$ cat config.mk
export PLATFORM = sky130hd
export DESIGN_NAME = strided_dma_chunk_splitter
export DESIGN_NICKNAME = d
export VERILOG_FILES = /design/src/sdcs_pkg.sv /design/src/sdcs_ctrl.sv /design/src/sdcs_datapath.sv /design/src/strided_dma_chunk_splitter.sv
export SDC_FILE = /design/constraint.sdc
export NUM_CORES = 1
export LEC_CHECK = 0
export BUFFER_PORTS_ARGS = -buffer_cell sky130_fd_sc_hd__buf_2
export CORE_MARGIN = 2
export CORE_UTILIZATION = 42
export DETAILED_ROUTE_END_ITERATION = 6
export GPL_TIMING_DRIVEN = 1
export HOLD_SLACK_MARGIN = 0.06
export SYNTH_ARGS = -nofsm -noshare
export SYNTH_HDL_FRONTEND = slang
export SYNTH_SLANG_ARGS = --single-unit
$ cat constraint.sdc
create_clock -name i_clk -period 10.15 [get_ports i_clk]
set_input_delay 0.5075 -clock i_clk [delete_from_list [all_inputs] [get_ports i_clk]]
set_output_delay 0.5075 -clock i_clk [all_outputs]
set_load 0.005 [all_outputs]
$ cat src/sdcs_pkg.sv
// Shared constants, types and register indexes of the strided DMA chunk splitter.
`timescale 1ns / 1ps
`default_nettype none

package sdcs_pkg;

    localparam int ADDR_WIDTH    = 48;
    localparam int PAGE_SIZE     = 4096;
    localparam int MAX_ROW_BYTES = 2048;

    localparam int PAGE_BITS = $clog2(PAGE_SIZE);
    localparam int LEN_W     = (PAGE_BITS + 1 > 13) ? PAGE_BITS + 1 : 13;
    localparam int CFG_W     = 48;

    typedef logic [ADDR_WIDTH-1:0] t_addr;

    typedef enum logic [2:0] {
        CFG_BASE_ADDRESS    = 3'd0,
        CFG_ROW_STRIDE      = 3'd1,
        CFG_ROW_BYTES       = 3'd2,
        CFG_ROW_COUNT       = 3'd3,
        CFG_MAX_CHUNK_BYTES = 3'd4,
        CFG_BLOCK_SIZE_LOG2 = 3'd5
    } t_cfg_index;

    typedef enum logic [0:0] {
        ST_IDLE,
        ST_EMIT
    } t_state;

    typedef struct packed {
        logic start;
        logic step;
    } t_dp_cmd;

    typedef struct packed {
        logic row_ok;
        logic last_chunk;
    } t_dp_status;

endpackage

`default_nettype wire

$ cat src/sdcs_ctrl.sv
// Controller state machine sequencing the chunks of one row.
`timescale 1ns / 1ps
`default_nettype none

module sdcs_ctrl (
    input  wire                     i_clk,
    input  wire                     i_rst_n,
    input  wire                     i_valid,
    output logic                    o_ready,
    output logic                    o_valid,
    input  wire                     i_ready,
    input  sdcs_pkg::t_dp_status    i_status,
    output sdcs_pkg::t_dp_cmd       o_cmd
);
    import sdcs_pkg::*;

    t_state r_state;
    t_state n_state;

    always_ff @(posedge i_clk) begin
        if (!i_rst_n) begin
            r_state <= ST_IDLE;
        end else begin
            r_state <= n_state;
        end
    end

    always_comb begin
        n_state = r_state;
        case (r_state)
            ST_IDLE: begin
                if (i_valid && i_status.row_ok) begin
                    n_state = ST_EMIT;
                end
            end
            ST_EMIT: begin
                if (i_ready && i_status.last_chunk) begin
                    n_state = ST_IDLE;
                end
            end
            default: n_state = ST_IDLE;
        endcase
    end

    always_comb begin
        o_ready    = 1'b0;
        o_valid    = 1'b0;
        o_cmd      = '0;
        case (r_state)
            ST_IDLE: begin
                o_ready    = 1'b1;
                o_cmd.start = i_valid;
            end
            ST_EMIT: begin
                o_valid    = 1'b1;
                o_cmd.step = i_ready;
            end
            default: begin
                o_ready = 1'b0;
            end
        endcase
    end

endmodule

`default_nettype wire

$ cat src/sdcs_datapath.sv
// Datapath: configuration registers, row state and chunk length selection.
`timescale 1ns / 1ps
`default_nettype none

module sdcs_datapath (
    input  wire                     i_clk,
    input  wire                     i_rst_n,
    input  wire                     i_cfg_we,
    input  wire  [2:0]              i_cfg_index,
    input  wire  [sdcs_pkg::CFG_W-1:0] i_cfg_data,
    input  wire                     i_restart,
    input  sdcs_pkg::t_dp_cmd       i_cmd,
    output sdcs_pkg::t_dp_status    o_status,
    output logic [47:0]             o_chunk_address,
    output logic [11:0]             o_chunk_size,
    output logic [15:0]             o_row_index,
    output logic [10:0]             o_row_offset,
    output logic                    o_last_in_row,
    output logic                    o_final_row
);
    import sdcs_pkg::*;

    logic [47:0] r_base;
    logic [31:0] r_stride;
    logic [11:0] r_row_bytes;
    logic [15:0] r_row_count;
    logic [12:0] r_max_chunk;
    logic [3:0]  r_blk_log2;

    logic [15:0] r_next_row;
    t_addr       r_row_start;

    t_addr       r_addr;
    logic [11:0] r_done;
    logic [15:0] r_cur_row;
    logic        r_final;

    logic [11:0]      rb;
    logic [12:0]      maxc;
    logic [3:0]       blk_log2;
    logic [12:0]      blk;
    logic [15:0]      eff_row;
    t_addr            row_start;
    logic             row_ok;
    logic [11:0]      rem;
    logic [LEN_W-1:0] to_page;
    logic [12:0]      to_blk;
    logic [LEN_W-1:0] len_w;
    logic [11:0]      len;
    logic [12:0]      done_sum;

    always_ff @(posedge i_clk) begin
        if (!i_rst_n) begin
            r_base      <= '0;
            r_stride    <= '0;
            r_row_bytes <= '0;
            r_row_count <= '0;
            r_max_chunk <= 13'd64;
            r_blk_log2  <= 4'd6;
        end else if (i_cfg_we) begin
            case (i_cfg_index)
                CFG_BASE_ADDRESS:    r_base      <= i_cfg_data[47:0];
                CFG_ROW_STRIDE:      r_stride    <= i_cfg_data[31:0];
                CFG_ROW_BYTES:       r_row_bytes <= i_cfg_data[11:0];
                CFG_ROW_COUNT:       r_row_count <= i_cfg_data[15:0];
                CFG_MAX_CHUNK_BYTES: r_max_chunk <= i_cfg_data[12:0];
                CFG_BLOCK_SIZE_LOG2: r_blk_log2  <= i_cfg_data[3:0];
                default: begin
                end
            endcase
        end
    end

    always_comb begin
        rb = (r_row_bytes > 12'(MAX_ROW_BYTES)) ? 12'(MAX_ROW_BYTES) : r_row_bytes;
        if (r_max_chunk < 13'd64) begin
            maxc = 13'd64;
        end else if (r_max_chunk > 13'd4096) begin
            maxc = 13'd4096;
        end else begin
            maxc = r_max_chunk;
        end
        if (r_blk_log2 < 4'd6) begin
            blk_log2 = 4'd6;
        end else if (r_blk_log2 > 4'd12) begin
            blk_log2 = 4'd12;
        end else begin
            blk_log2 = r_blk_log2;
        end
        blk = 13'd1 << blk_log2;

        eff_row   = i_restart ? 16'd0 : r_next_row;
        row_start = (eff_row == 16'd0) ? t_addr'(r_base) : r_row_start;
        row_ok    = (rb != 12'd0) && (r_row_count != 16'd0)
                    && !((r_stride != 32'd0) && (r_stride < 32'(rb)))
                    && (eff_row < r_row_count);

        rem     = rb - r_done;
        to_page = LEN_W'(PAGE_SIZE) - LEN_W'(r_addr[PAGE_BITS-1:0]);
        to_blk  = blk - (r_addr[12:0] & (blk - 13'd1));
        len_w   = LEN_W'(rem);
        if (to_page < len_w) begin
            len_w = to_page;
        end
        if (LEN_W'(to_blk) < len_w) begin
            len_w = LEN_W'(to_blk);
        end
        if (LEN_W'(maxc) < len_w) begin
            len_w = LEN_W'(maxc);
        end
        len      = len_w[11:0];
        done_sum = 13'(r_done) + 13'(len);
    end

    always_ff @(posedge i_clk) begin
        if (!i_rst_n) begin
            r_next_row  <= '0;
            r_row_start <= '0;
        end else if (i_cmd.start) begin
            r_next_row  <= row_ok ? eff_row + 16'd1 : eff_row;
            r_row_start <= row_ok ? row_start + t_addr'(r_stride) : row_start;
        end
    end

    always_ff @(posedge i_clk) begin
        if (!i_rst_n) begin
            r_addr    <= '0;
            r_done    <= '0;
            r_cur_row <= '0;
            r_final   <= 1'b0;
        end else if (i_cmd.start) begin
            r_addr    <= row_start;
            r_done    <= '0;
            r_cur_row <= eff_row;
            r_final   <= (17'(eff_row) + 17'd1) == 17'(r_row_count);
        end else if (i_cmd.step) begin
            r_addr <= r_addr + t_addr'(len);
            r_done <= r_done + len;
        end
    end

    assign o_status.row_ok     = row_ok;
    assign o_status.last_chunk = done_sum >= 13'(rb);

    assign o_chunk_address = 48'(r_addr);
    assign o_chunk_size    = len;
    assign o_row_index     = r_cur_row;
    assign o_row_offset    = r_done[10:0];
    assign o_last_in_row   = o_status.last_chunk;
    assign o_final_row     = r_final;

endmodule

`default_nettype wire

$ cat src/strided_dma_chunk_splitter.sv
// Top level of the strided DMA chunk splitter.
// An accepted word yields its row's chunks, one per cycle while i_ready is high, from the cycle after acceptance.
// A row's chunks occupy the splitter until the last one is taken; no new word is accepted before then.
// A word that yields no chunk is accepted and leaves the splitter ready for the next word.
// Synchronous active-low reset restores register defaults and returns to row 0.
`timescale 1ns / 1ps
`default_nettype none

module strided_dma_chunk_splitter (
    input  wire                        i_clk,
    input  wire                        i_rst_n,
    input  wire                        i_cfg_we,
    input  wire  [2:0]                 i_cfg_index,
    input  wire  [sdcs_pkg::CFG_W-1:0] i_cfg_data,
    input  wire                        i_valid,
    output logic                       o_ready,
    input  wire                        i_restart,
    output logic                       o_valid,
    input  wire                        i_ready,
    output logic [47:0]                o_chunk_address,
    output logic [11:0]                o_chunk_size,
    output logic [15:0]                o_row_index,
    output logic [10:0]                o_row_offset,
    output logic                       o_last_in_row,
    output logic                       o_final_row
);
    import sdcs_pkg::*;

    t_dp_cmd    dp_cmd;
    t_dp_status dp_status;

    sdcs_ctrl u_ctrl (
        .i_clk    (i_clk),
        .i_rst_n  (i_rst_n),
        .i_valid  (i_valid),
        .o_ready  (o_ready),
        .o_valid  (o_valid),
        .i_ready  (i_ready),
        .i_status (dp_status),
        .o_cmd    (dp_cmd)
    );

    sdcs_datapath u_datapath (
        .i_clk           (i_clk),
        .i_rst_n         (i_rst_n),
        .i_cfg_we        (i_cfg_we),
        .i_cfg_index     (i_cfg_index),
        .i_cfg_data      (i_cfg_data),
        .i_restart       (i_restart),
        .i_cmd           (dp_cmd),
        .o_status        (dp_status),
        .o_chunk_address (o_chunk_address),
        .o_chunk_size    (o_chunk_size),
        .o_row_index     (o_row_index),
        .o_row_offset    (o_row_offset),
        .o_last_in_row   (o_last_in_row),
        .o_final_row     (o_final_row)
    );

endmodule

`default_nettype wire

==> summary.md, run 1 <==
| Metric | Value |
|---|---|
| Status | `finished with violations` |
| Failing checks | `negative setup slack` |
| Non-filler instance count after layout | `3282` |
| Buf/Inv on CP | `9` |
| Final hold vios | `0` |
| Peak supply drop | `0.142 mV` |
| Worst Reg-to-Reg Cells | `59` |
| GPL Wtd Cong | `0.953` |
| Met2 WL | `30200 um` |
| DR top layer | `met4` |
| Mean Syn Cell Area | `7.51 sq um` |
| Final setup skew | `0.0211 ns` |
| Seq cells post-synth | `267` |
| Initial DRC Count | `1278` |
| Crit end category | `output pin` |
| Reg2reg setup slack | `-0.15 ns` |
| Largest family of logic cells by synthesized area | `compound AO/OA/AOI/OAI gates` |
| Post-DR wirelength/cell | `19.1 um` |
| Largest net degree at the start of global routing | `83` |
| DR vias/cell | `5.63` |
| Final setup violation count | `8` |
| Final min period | `11.06 ns` |
| Max-cap violations | `0` |
| Power Density | `136 nW/um^2` |
| Crit path DAT | `10.56 ns` |
| Post-Synth Adder-Cell Area | `10.9%` |
| Crit path max-delay family | `compound AO/OA/AOI/OAI gates` |
| Root Driver | `clkbuf_16` |
| Number of synthesized flops with an enable pin | `0` |
| Setup_tns | `-1.26 ns` |
| FP Rows | `76` |
| Crit-path most repeated cell | `buf_4` |
| DIE AREA | `45200 sq um` |
| Layout cell share with drive strength beyond 1 | `20.5%` |
| Post-Synth Simple-Gate Area | `21.2%` |
| Unique masters post-synth | `83` |
| Post-Syn Instances | `2436` |
| Post-route core utilization | `52.4%` |
| HPWL Detailed | `46300 um` |
| CP max FO | `5` |
| P&R area growth vs syn | `23.4%` |
| WHS Path Cells | `3` |
| Initial Utilization | `42.5%` |
| Metal-1 WL | `27300 um` |
| Clk slew on worst S/H paths | `0.06 ns` |
| Worst Hold End | `u_datapath.r_stride[24]$_SDFFE_PN0P_` |
| Data required time of the critical path | `9.64 ns` |
| Synth Cell Area | `18300 sq um` |
| Antenna viol nets, final | `0` |
| Crit path max-delay cell type | `a211oi_1` |
| Slew headroom | `24.2%` |
| CP startpoint kind | `flip-flop` |
| Boundary pin count | `148` |
| Reg2reg start | `u_datapath.r_row_bytes[11]$_SDFFE_PN0P_` |
| Chip Width | `213 um` |
| Tot GR Track Use | `27.1%` |
| Clock Sinks | `267` |
| Mux share of post-synthesis cell area | `4.82%` |
| Reg-to-Reg End | `u_ctrl.r_state$_SDFF_PN0_` |
| Commonest register cell after synthesis | `dfxtp_1` |
| Setup ws final | `-0.915 ns` |
| Remaining DRCs | `0` |
| Number of H-tree levels | `1` |
| Slew @ Worst Pin | `1.11 ns` |
| Worst Path Class, Setup | `flip-flop to output pin` |
| Core region area | `43100 sq um` |
| Number of nets in the layout | `2888` |
| Buffers added on ports | `147` |
| Placed cells | `3189` |
| Ant. Diodes | `0` |
| Total number of vias | `18500` |
| Seq/Total Area, Yosys | `29.2%` |
| Complex-gate fraction of the synthesized area | `23.4%` |
| HP Class | `input port to flip-flop` |
| TritonCTS clock tree | `built` |
| Final period util | `109%` |
| Global-route wire length before repair | `96800 um` |
| Congestion Overflow GR | `0` |
| Placement Setup Slack | `-0.648 ns` |
| Ys Warns | `0` |
| Total CTS buffers | `31` |
| Post-synthesis xor/xnor area fraction | `4.88%` |
| Initial antenna violation count | `0` |
| Slowest stage delay, CP | `0.39 ns` |
| Maximum operating frequency | `0.0904 GHz` |
| Max Slew Vio Count | `0` |
| RSZ-0062 raised after global routing | `yes` |
| Worst-Skew Late Latency | `0.59 ns` |
| Ys async rst share | `0%` |
| DRT Pass-1 Iters | `5` |
| Die Ht | `213 um` |
| Fin area | `22600 sq um` |
| Clock Tree Buf Depth | `3` |
| Final wirelength | `62700 um` |
| Hold_sp | `i_cfg_data[24]` |
| DR WL met3 | `3430 um` |
| Vias in the first global route | `17600` |
| Fill cells | `4200` |
| Placed cell area | `20500 sq um` |
| P_leak | `9.76 nW` |
## logic make-up after synthesis
kind of cell,Yosys count
xor gates and xnor gates,102
AOI/OAI and AO/OA,699
adders and majority gates,157
DFF,267
buffers and inverters,252
muxes,84
and+or+nand+nor,873
other,2
## metal layers
metal  up-vias  track usage [%]
li1       9068                -
met1      8769             35.1
met2       545             47.0
met3       111             3.35
met4         0             8.51
met5         -                0
## repair_timing
| action | 4_1_cts | 5_1_grt |
|---|---|---|
| cloned | 1 | 0 |
| hold buffers | 0 | 0 |
| pin swaps | 44 | 71 |
| endpoints found under the setup margin | 41 | 46 |
| setup buffers | 18 | 24 |
| gates resized for setup | 32 | 104 |
## final cells by class
type	instances	area, sq um	area share (%)
clock buffer	42	857	3.80
clock inverter	11	218	0.964
inverter	118	450	2.00
multi-input combinational	1923	12800	56.6
sequential	267	5350	23.7
tap	585	732	3.24
timing repair buffer	336	2200	9.73
## sequential cells by signal (all words and copies together) (netlist names)
| name | count |
|---|---|
| u_datapath.o_final_row | 1 |
| u_datapath.o_row_index | 16 |
| u_datapath.r_base | 48 |
| u_datapath.o_chunk_address | 48 |
| u_ctrl.r_state | 1 |
| u_datapath.r_row_start | 48 |
| u_datapath.r_done | 12 |
| u_datapath.r_next_row | 16 |
| u_datapath.r_blk_log2 | 4 |
| u_datapath.r_row_bytes | 12 |
| u_datapath.r_stride | 32 |
| u_datapath.r_row_count | 16 |
| u_datapath.r_max_chunk | 13 |
## cells in the mapped netlist (4+ instances only)
library cell	instances	area [sq um]
o21bai_1	16	120
a31oi_1	23	144
or2_2	5	31.3
o211ai_1	21	158
or3_1	8	50.1
o22ai_1	4	25.0
a221oi_1	11	96.3
and4_1	7	61.3
clkbuf_1	104	390
and3_1	22	138
nor4_1	25	156
o31a_1	4	35.0
a32oi_1	6	52.6
inv_1	118	443
o31ai_1	6	45.0
ha_1	149	1860
or4_1	10	75.1
nor2b_1	34	213
fa_1	5	100
a41oi_1	5	43.8
mux2i_1	51	510
nor3b_1	5	37.5
xnor2_1	68	596
and2_1	10	62.6
a21oi_1	316	1580
nand2_1	458	1720
o21a_1	21	158
nand3_1	52	260
o311ai_0	6	52.6
mux2_2	33	372
buf_4	11	82.6
nand4_1	22	138
a211oi_1	27	203
o311a_1	6	60.1
o21ai_0	113	566
xor2_1	34	298
nand2b_1	16	100
nor3_1	27	135
buf_1	14	52.6
a22oi_1	23	173
nor2_1	160	601
a2111oi_0	4	35.0
a21o_1	50	375
dfxtp_1	267	5350
## where the power goes
part           internal (mW)  leakage [nW]  switching [mW]
registers               1.07          2.16          0.0216
clock network          0.738         0.517           0.464
logic                  0.355          7.08           0.415
total                   2.16          9.76           0.901
## per-stage QoR
step | hold WS (ns) | total power, mW
floorplan | 0.429 | 1.52
global placement | 0.437 | 1.78
detailed placement | 0.444 | 1.79
CTS | 0.145 | 3.04
global route | 0.163 | 3.19
finish | 0.164 | 3.06
## worst max-delay path by stage
stage	start	end	slack, ns	cells past startpoint
2_1_floorplan	u_datapath.r_row_bytes[11]$_SDFFE_PN0P_	o_last_in_row	-0.04	58
3_5_place_dp	u_datapath.r_row_bytes[11]$_SDFFE_PN0P_	o_last_in_row	-0.65	54
5_1_grt	u_datapath.r_row_bytes[11]$_SDFFE_PN0P_	o_last_in_row	-1.41	57
4_1_cts	u_datapath.r_row_bytes[11]$_SDFFE_PN0P_	o_last_in_row	-0.89	55
6_report	u_datapath.r_row_bytes[11]$_SDFFE_PN0P_	o_last_in_row	-0.91	57
3_3_place_gp	u_datapath.r_row_bytes[11]$_SDFFE_PN0P_	o_last_in_row	-0.27	55
## worst min-delay path: stages
cell and delay [ns]:
buf_2 0.10, nand2_1 0.05, a21oi_1 0.05
## cells in the final DEF, fill, tap and decap left out, types with 22 or more instances in the layout
master and n:
a31oi_1 22, a21o_1 50, a211oi_1 26, xor2_1 34, nand3_1 45, a22oi_1 23, nor4_1 23, clkbuf_16 31
ha_1 141, inv_1 115, mux2_2 31, xnor2_1 57, nor2_1 153, nand4_1 22, o21ai_0 101, nor2b_1 33
mux2i_1 48, a21oi_1 283, buf_2 147, buf_4 178, nor3_1 22, nand2_1 452, a21oi_2 32, dfxtp_1 266
Power figures use the tool's default switching activity.
==> inputs of run 2 (changes only) <==
--- a/config.mk
+++ b/config.mk
@@ -13,4 +13,5 @@
 export HOLD_SLACK_MARGIN = 0.06
 export SYNTH_ARGS = -nofsm -noshare
 export SYNTH_HDL_FRONTEND = slang
+export SYNTH_HIERARCHICAL = 1
 export SYNTH_SLANG_ARGS = --single-unit
==> constraint.sdc (replaced) <==
create_clock -name i_clk -period 10.15 [get_ports i_clk]
set_input_delay 1.015 -clock i_clk [delete_from_list [all_inputs] [get_ports i_clk]]
set_output_delay 1.015 -clock i_clk [all_outputs]
set_load 0.005 [all_outputs]
==> run 2 against run 1 <==
Against the previous run:
- the run still ends with negative setup slack left
- setup slack lost 0.29 ns
- global-route usage shrank 2.1 points
- worst hold slack gained 0.29 ns
- final area shrank 5.3%
- first-iteration DRC count shrank 5.2%
==> summary.md, run 2 <==
| Metric | Value |
|---|---|
| Layout cell share with drive strength beyond 1 | `20.0%` |
| Crit path max-delay family | `compound AO/OA/AOI/OAI gates` |
| Leading cell type in the layout, fill and taps excluded | `nand2_1` |
| Largest net degree at the start of global routing | `110` |
| P&R area growth vs syn | `21.4%` |
| Ys async rst share | `0%` |
| CP max FO | `6` |
| Boundary pin count | `148` |
| Core region area | `41700 sq um` |
| Clk slew on worst S/H paths | `0.06 ns` |
| Non-filler instance count after layout | `3045` |
| Initial Utilization | `42.3%` |
| Final min period | `11.35 ns` |
| Number of nets in the layout | `2694` |
| Crit-path most repeated cell | `buf_4` |
| Fill cells | `4052` |
| Synth cell count leaders | `nand2_1, dfxtp_1, a21oi_1` |
| Worst-Skew Late Latency | `0.59 ns` |
| Worst Path Class, Setup | `flip-flop to output pin` |
| Status | `finished with violations` |
| Top cells by area, synth | `dfxtp_1, ha_1, nand2_1` |
| Buf/Inv on CP | `16` |
| DIE AREA | `43600 sq um` |
| Synth Cell Area | `17600 sq um` |
| Final hold vios | `0` |
| Total CTS buffers | `30` |
| Data required time of the critical path | `9.14 ns` |
| HPWL Detailed | `41600 um` |
| Clock Tree Buf Depth | `3` |
| Setup ws final | `-1.20 ns` |
| DR vias/cell | `5.53` |
| Initial DRC Count | `1211` |
| Mean Syn Cell Area | `7.82 sq um` |
| Total Power | `3.15 mW` |
| Vias in the first global route | `15800` |
| Final wirelength | `57000 um` |
| Failing checks | `negative setup slack` |
| Remaining DRCs | `0` |
| Post-synth top area share | `30.4%` |
| Chip Width | `209 um` |
| FP Rows | `75` |
| Initial antenna violation count | `1` |
| Post-Syn Instances | `2252` |
| Crit path max-delay cell type | `or3_4` |
| Final setup violation count | `1` |
| Crit end category | `output pin` |
| Tot GR Track Use | `25.0%` |
| Ys Warns | `6` |
| Most frequent cells in the layout | `nand2_1, dfxtp_1, a21oi_1` |
| Peak supply drop | `0.122 mV` |
| Global-route wire length before repair | `87700 um` |
| Clock Sinks | `267` |
| Seq/Total Area, Yosys | `30.4%` |
| Number of synthesized flops with an enable pin | `0` |
| Post-DR wirelength/cell | `18.7 um` |
| Final setup skew | `0.0339 ns` |
| Hold_buf cts | `0` |
| Max Slew Vio Count | `0` |
| Slew @ Worst Pin | `1.07 ns` |
| GPL Wtd Cong | `0.895` |
| Post-synth top area cell | `dfxtp_1` |
| Commonest register cell after synthesis | `dfxtp_1` |
| Slowest stage delay, CP | `0.37 ns` |
| Congestion Overflow GR | `0` |
| DRT Pass-1 Iters | `5` |
| Top-count cell post-synth | `nand2_1` |
| RSZ-0062 raised after global routing | `yes` |
| Antenna viol nets, final | `0` |
| Slew headroom | `28.8%` |
| Unique masters post-synth | `80` |
| Crit path DAT | `10.34 ns` |
| Root Driver | `clkbuf_16` |
| Final period util | `112%` |
| Die Ht | `209 um` |
| Number of H-tree levels | `1` |
| Post-route core utilization | `51.3%` |
| Buffers added on ports | `147` |
| HP Class | `flip-flop to flip-flop` |
| Seq cells post-synth | `267` |
| Max-cap violations | `0` |
| P_leak | `8.94 nW` |
| TritonCTS clock tree | `built` |
| Power Density | `147 nW/um^2` |
| Placed cells | `2949` |
| Ant. Diodes | `0` |
| CP startpoint kind | `flip-flop` |
| Maximum operating frequency | `0.0881 GHz` |
| Total number of vias | `16800` |
## run 2: cell count changes in the layout (fill, tap and decap cells not counted), moves of 12 or more
cell and delta:
nand2b_1 +12, a21o_1 -16, xnor2_1 +34, o22ai_1 +12
a22oi_1 -22, nand2_1 -68, a21oi_2 -14, nor2_1 -17
xor2_1 +17, mux2i_1 +42, a21oi_1 -58, a31oi_1 -13
## run 2: final cells by class
class | instances | area, sq um | area share [%]
multi-input combinational | 1752 | 11800 | 55.2
sequential | 267 | 5350 | 25.0
timing repair buffer | 325 | 2150 | 10.1
clock buffer | 43 | 870 | 4.07
tap | 539 | 674 | 3.15
inverter | 112 | 428 | 2.00
clock inverter | 7 | 103 | 0.480
## run 2: routing by layer
metal / wire (um) / GRT usage, %
met1: 26100 / 33.4
met4: 1850 / 7.81
met2: 26600 / 42.8
met3: 2490 / 2.18
met5: 0 / 0
## run 2: logic make-up (layout without fill, tap and decap cells)
group	Yosys count	after routing	synth area share, %
adders and majority gates	149	149	10.8
buffers and inverters	235	487	5.39
xor gates and xnor gates	144	144	7.20
DFF	267	267	30.4
and+or+nand+nor	779	779	20.3
AOI/OAI and AO/OA	554	554	18.7
muxes	122	122	7.16
other	2	4	0.0426
## run 2: worst paths after layout
kind / start / endpoint / slack (ns) / cells past startpoint
setup / recovery: u_datapath/r_row_bytes[11]$_SDFFE_PN0P_ / o_last_in_row / -1.20 / 59
hold / removal: u_datapath/r_base[18]$_SDFFE_PN0P_ / u_datapath/r_base[18]$_SDFFE_PN0P_ / 0.45 / 2
setup reg to reg: u_datapath/r_row_bytes[11]$_SDFFE_PN0P_ / u_ctrl/r_state$_SDFF_PN0_ / 0 / 60
hold reg to reg: u_datapath/r_base[18]$_SDFFE_PN0P_ / u_datapath/r_base[18]$_SDFFE_PN0P_ / 0.45 / 2
## run 2: what timing repair did
item	4_1_cts	5_1_grt
endpoints found under the setup margin	2	42
buffers inserted	22	22
gates resized for setup	20	50
gates cloned	0	2
pin swaps	52	68
## run 2: through the flow
step           area, sq um  hold slack [ns]  worst slack [ns]  setup TNS [ns]
3_3_place_gp         19700            0.439            -0.372          -0.372
4_1_cts              20900            0.453            -0.925          -0.925
2_1_floorplan        17800            0.425            -0.133          -0.133
3_5_place_dp         19700            0.445            -0.639          -0.660
5_1_grt              21400            0.471             -1.73           -3.13
6_report             21400            0.454             -1.20           -1.20
## run 2: where the power goes
part / total (mW) / switching, mW / internal, mW
combinational: 0.966 / 0.510 / 0.456
clock: 1.08 / 0.445 / 0.640
sequential: 1.10 / 0.0233 / 1.07
## run 2: worst register-to-register path: cells and delay by family (launching register included)
family	cells	cell delay, ns
mux	2	0.44
fa+ha+maj	6	1.65
flops	1	0.33
simple gates	10	1.39
buf+inv	16	2.11
compound gates	24	3.78
xor+xnor	2	0.38
==> inputs of run 3 (changes only) <==
--- a/config.mk
+++ b/config.mk
@@ -6,11 +6,15 @@
 export NUM_CORES = 1
 export LEC_CHECK = 0
 export BUFFER_PORTS_ARGS = -buffer_cell sky130_fd_sc_hd__buf_2
+export CELL_PAD_IN_SITES_DETAIL_PLACEMENT = 0
+export CELL_PAD_IN_SITES_GLOBAL_PLACEMENT = 1
 export CORE_MARGIN = 2
-export CORE_UTILIZATION = 42
+export CORE_UTILIZATION = 41
+export CTS_CLUSTER_DIAMETER = 100
 export DETAILED_ROUTE_END_ITERATION = 6
 export GPL_TIMING_DRIVEN = 1
 export HOLD_SLACK_MARGIN = 0.06
+export PLACE_DENSITY_LB_ADDON = 0.1
 export SYNTH_ARGS = -nofsm -noshare
 export SYNTH_HDL_FRONTEND = slang
 export SYNTH_HIERARCHICAL = 1
==> run 3 against run 2 <==
Against the previous run:
- the run still ends with negative setup slack left
- first-iteration DRC count fell by 18%
- cell count rose by 0.76%
- combinational power fell by 0.5%
- register-to-register slack improved by 0.04 ns
- setup slack improved by 0.10 ns
- fmax rose by 0.90%
- count of clock-buffer cells in the layout rose by 6
- highest routed layer unchanged
==> summary.md, run 3 (synthesized netlist as in run 2, its figures left out) <==
| Metric | Value |
|---|---|
| Worst Path Class, Setup | `flip-flop to output pin` |
| DRT Pass-1 Iters | `5` |
| CP startpoint kind | `flip-flop` |
| Reg2reg setup slack | `0.04 ns` |
| Most Crowded Layer GR | `met2` |
| Slowest stage delay, CP | `0.43 ns` |
| Vias in the first global route | `15900` |
| Crit path DAT | `10.24 ns` |
| Congestion Overflow GR | `0` |
| Die Ht | `211 um` |
| Reg2reg start | `u_datapath/r_row_bytes[11]$_SDFFE_PN0P_` |
| Slew headroom | `31.1%` |
| Clock Tree Buf Depth | `3` |
| Area of the multi-input gates | `11800 sq um` |
| Initial DRC Count | `992` |
| Met1 usage | `34.5%` |
| Leading cell type in the layout, fill and taps excluded | `nand2_1` |
| Global-route wire length before repair | `91400 um` |
| Hold_sp | `u_datapath/o_final_row$_SDFFE_PN0P_` |
| Post-DR wirelength/cell | `19.4 um` |
| Largest net degree at the start of global routing | `75` |
| HP Class | `flip-flop to flip-flop` |
| DR vias/cell | `5.44` |
| Core region area | `42100 sq um` |
| Number of H-tree levels | `2` |
| Chip Width | `211 um` |
| Fin area | `21600 sq um` |
| Failing checks | `negative setup slack` |
| Crit-path most repeated cell | `buf_4` |
| Worst Hold End | `u_datapath/o_final_row$_SDFFE_PN0P_` |
| Antenna viol nets, final | `0` |
| CP max FO | `4` |
| P_leak | `9.04 nW` |
| Crit path max-delay cell type | `or3_4` |
| Final period util | `111%` |
| Status | `finished with violations` |
| Boundary pin count | `148` |
| RSZ-0062 raised after global routing | `yes` |
| Clock Sinks | `267` |
| Data required time of the critical path | `9.14 ns` |
| Remaining DRCs | `0` |
| Most frequent cells in the layout | `nand2_1, dfxtp_1, a21oi_1` |
| Total number of vias | `16700` |
| FP Rows | `75` |
| Total Power | `3.27 mW` |
| Initial antenna violation count | `0` |
| Final wirelength | `59400 um` |
| Fill cells | `4134` |
| Power Density | `152 nW/um^2` |
| Maximum operating frequency | `0.0889 GHz` |
| Buffers added on ports | `147` |
| Placed cell area | `19900 sq um` |
| Ant. Diodes | `0` |
| Final hold vios | `0` |
| Final setup violation count | `1` |
| Worst-Skew Late Latency | `0.53 ns` |
| P&R area growth vs syn | `22.6%` |
| Post-route core utilization | `51.2%` |
| GR Util met2 | `44.2%` |
| Number of nets in the layout | `2714` |
| Slew @ Worst Pin | `1.03 ns` |
| Total CTS buffers | `34` |
| HPWL Detailed | `43700 um` |
| DIE AREA | `44600 sq um` |
| Worst Reg-to-Reg Cells | `57` |
| Clk slew on worst S/H paths | `0.05 ns` |
| WHS Path Cells | `2` |
| Root Driver | `clkbuf_16` |
| Peak supply drop | `0.101 mV` |
| Final setup skew | `0.0164 ns` |
| Tot GR Track Use | `26.3%` |
| Max-cap violations | `0` |
| Crit end category | `output pin` |
| Reg-to-Reg End | `u_ctrl/r_state$_SDFF_PN0_` |
| Initial Utilization | `41.8%` |
| TritonCTS clock tree | `built` |
| Final min period | `11.25 ns` |
| Grt met3 use | `3.14%` |
| GPL Wtd Cong | `0.883` |
| Max Slew Vio Count | `0` |
| Setup ws final | `-1.10 ns` |
| Area occupied by registers | `5350 sq um` |
| Layout cell share with drive strength beyond 1 | `20.7%` |
| Minimum hold slack | `0.447 ns` |
-- run 3: worst max-delay path: cells and delay by family (launching register included) --
kind	cells	cell delay [ns]
buffers and inverters	17	1.98
adders and majority gates	6	1.61
xor gates and xnor gates	1	0.17
muxes	3	0.75
and+or+nand+nor	8	1.26
DFF	1	0.33
AOI/OAI and AO/OA	21	3.62
-- run 3: routing by layer --
layer | wire length [um] | part of all wire (%)
met4 | 2080 | 3.5
met2 | 27900 | 47
met3 | 2420 | 4.1
met1 | 27000 | 45
met5 | 0 | 0
-- run 3: area by class of cell --
type / instances / share of cell area (%)
multi-input combinational: 1752 / 54.8
sequential: 267 / 24.8
timing repair buffer: 341 / 10.3
clock buffer: 49 / 4.49
tap: 539 / 3.12
inverter: 112 / 1.98
clock inverter: 8 / 0.586
-- run 3: worst max path at each step --
stage                     slack, ns  depth (start not counted)            end                                    start
after floorplan               -0.13                         60  o_last_in_row  u_datapath/r_row_bytes[11]$_SDFFE_PN0P_
after global placement        -0.46                         64  o_last_in_row  u_datapath/r_row_bytes[11]$_SDFFE_PN0P_
after detailed placement      -0.67                         60  o_last_in_row  u_datapath/r_row_bytes[11]$_SDFFE_PN0P_
after CTS                     -0.77                         59  o_last_in_row  u_datapath/r_row_bytes[11]$_SDFFE_PN0P_
after global routing          -1.63                         58  o_last_in_row  u_datapath/r_row_bytes[11]$_SDFFE_PN0P_
final                         -1.10                         56  o_last_in_row  u_datapath/r_row_bytes[11]$_SDFFE_PN0P_
-- run 3: report_power, final --
| part | total [mW] | switching (mW) | internal, mW |
|---|---|---|---|
| Combinational | 0.961 | 0.506 | 0.455 |
| Clock | 1.22 | 0.477 | 0.739 |
| Sequential | 1.09 | 0.0205 | 1.07 |
-- run 3: metrics by stage --
step / cells / setup WS [ns] / setup TNS (ns)
floorplan: 2254 / -0.133 / -0.133
finish: 3068 / -1.10 / -1.10
detailed placement: 2968 / -0.674 / -0.724
global route: 3068 / -1.63 / -2.68
CTS: 3058 / -0.775 / -0.775
global placement: 2968 / -0.464 / -0.464
-- run 3: repair_timing --
item | in CTS | in global routing
hold buffers | 0 | 0
gates resized for setup | 21 | 52
pin swaps | 50 | 48
buffers inserted | 34 | 12
endpoints found under the setup margin | 2 | 40
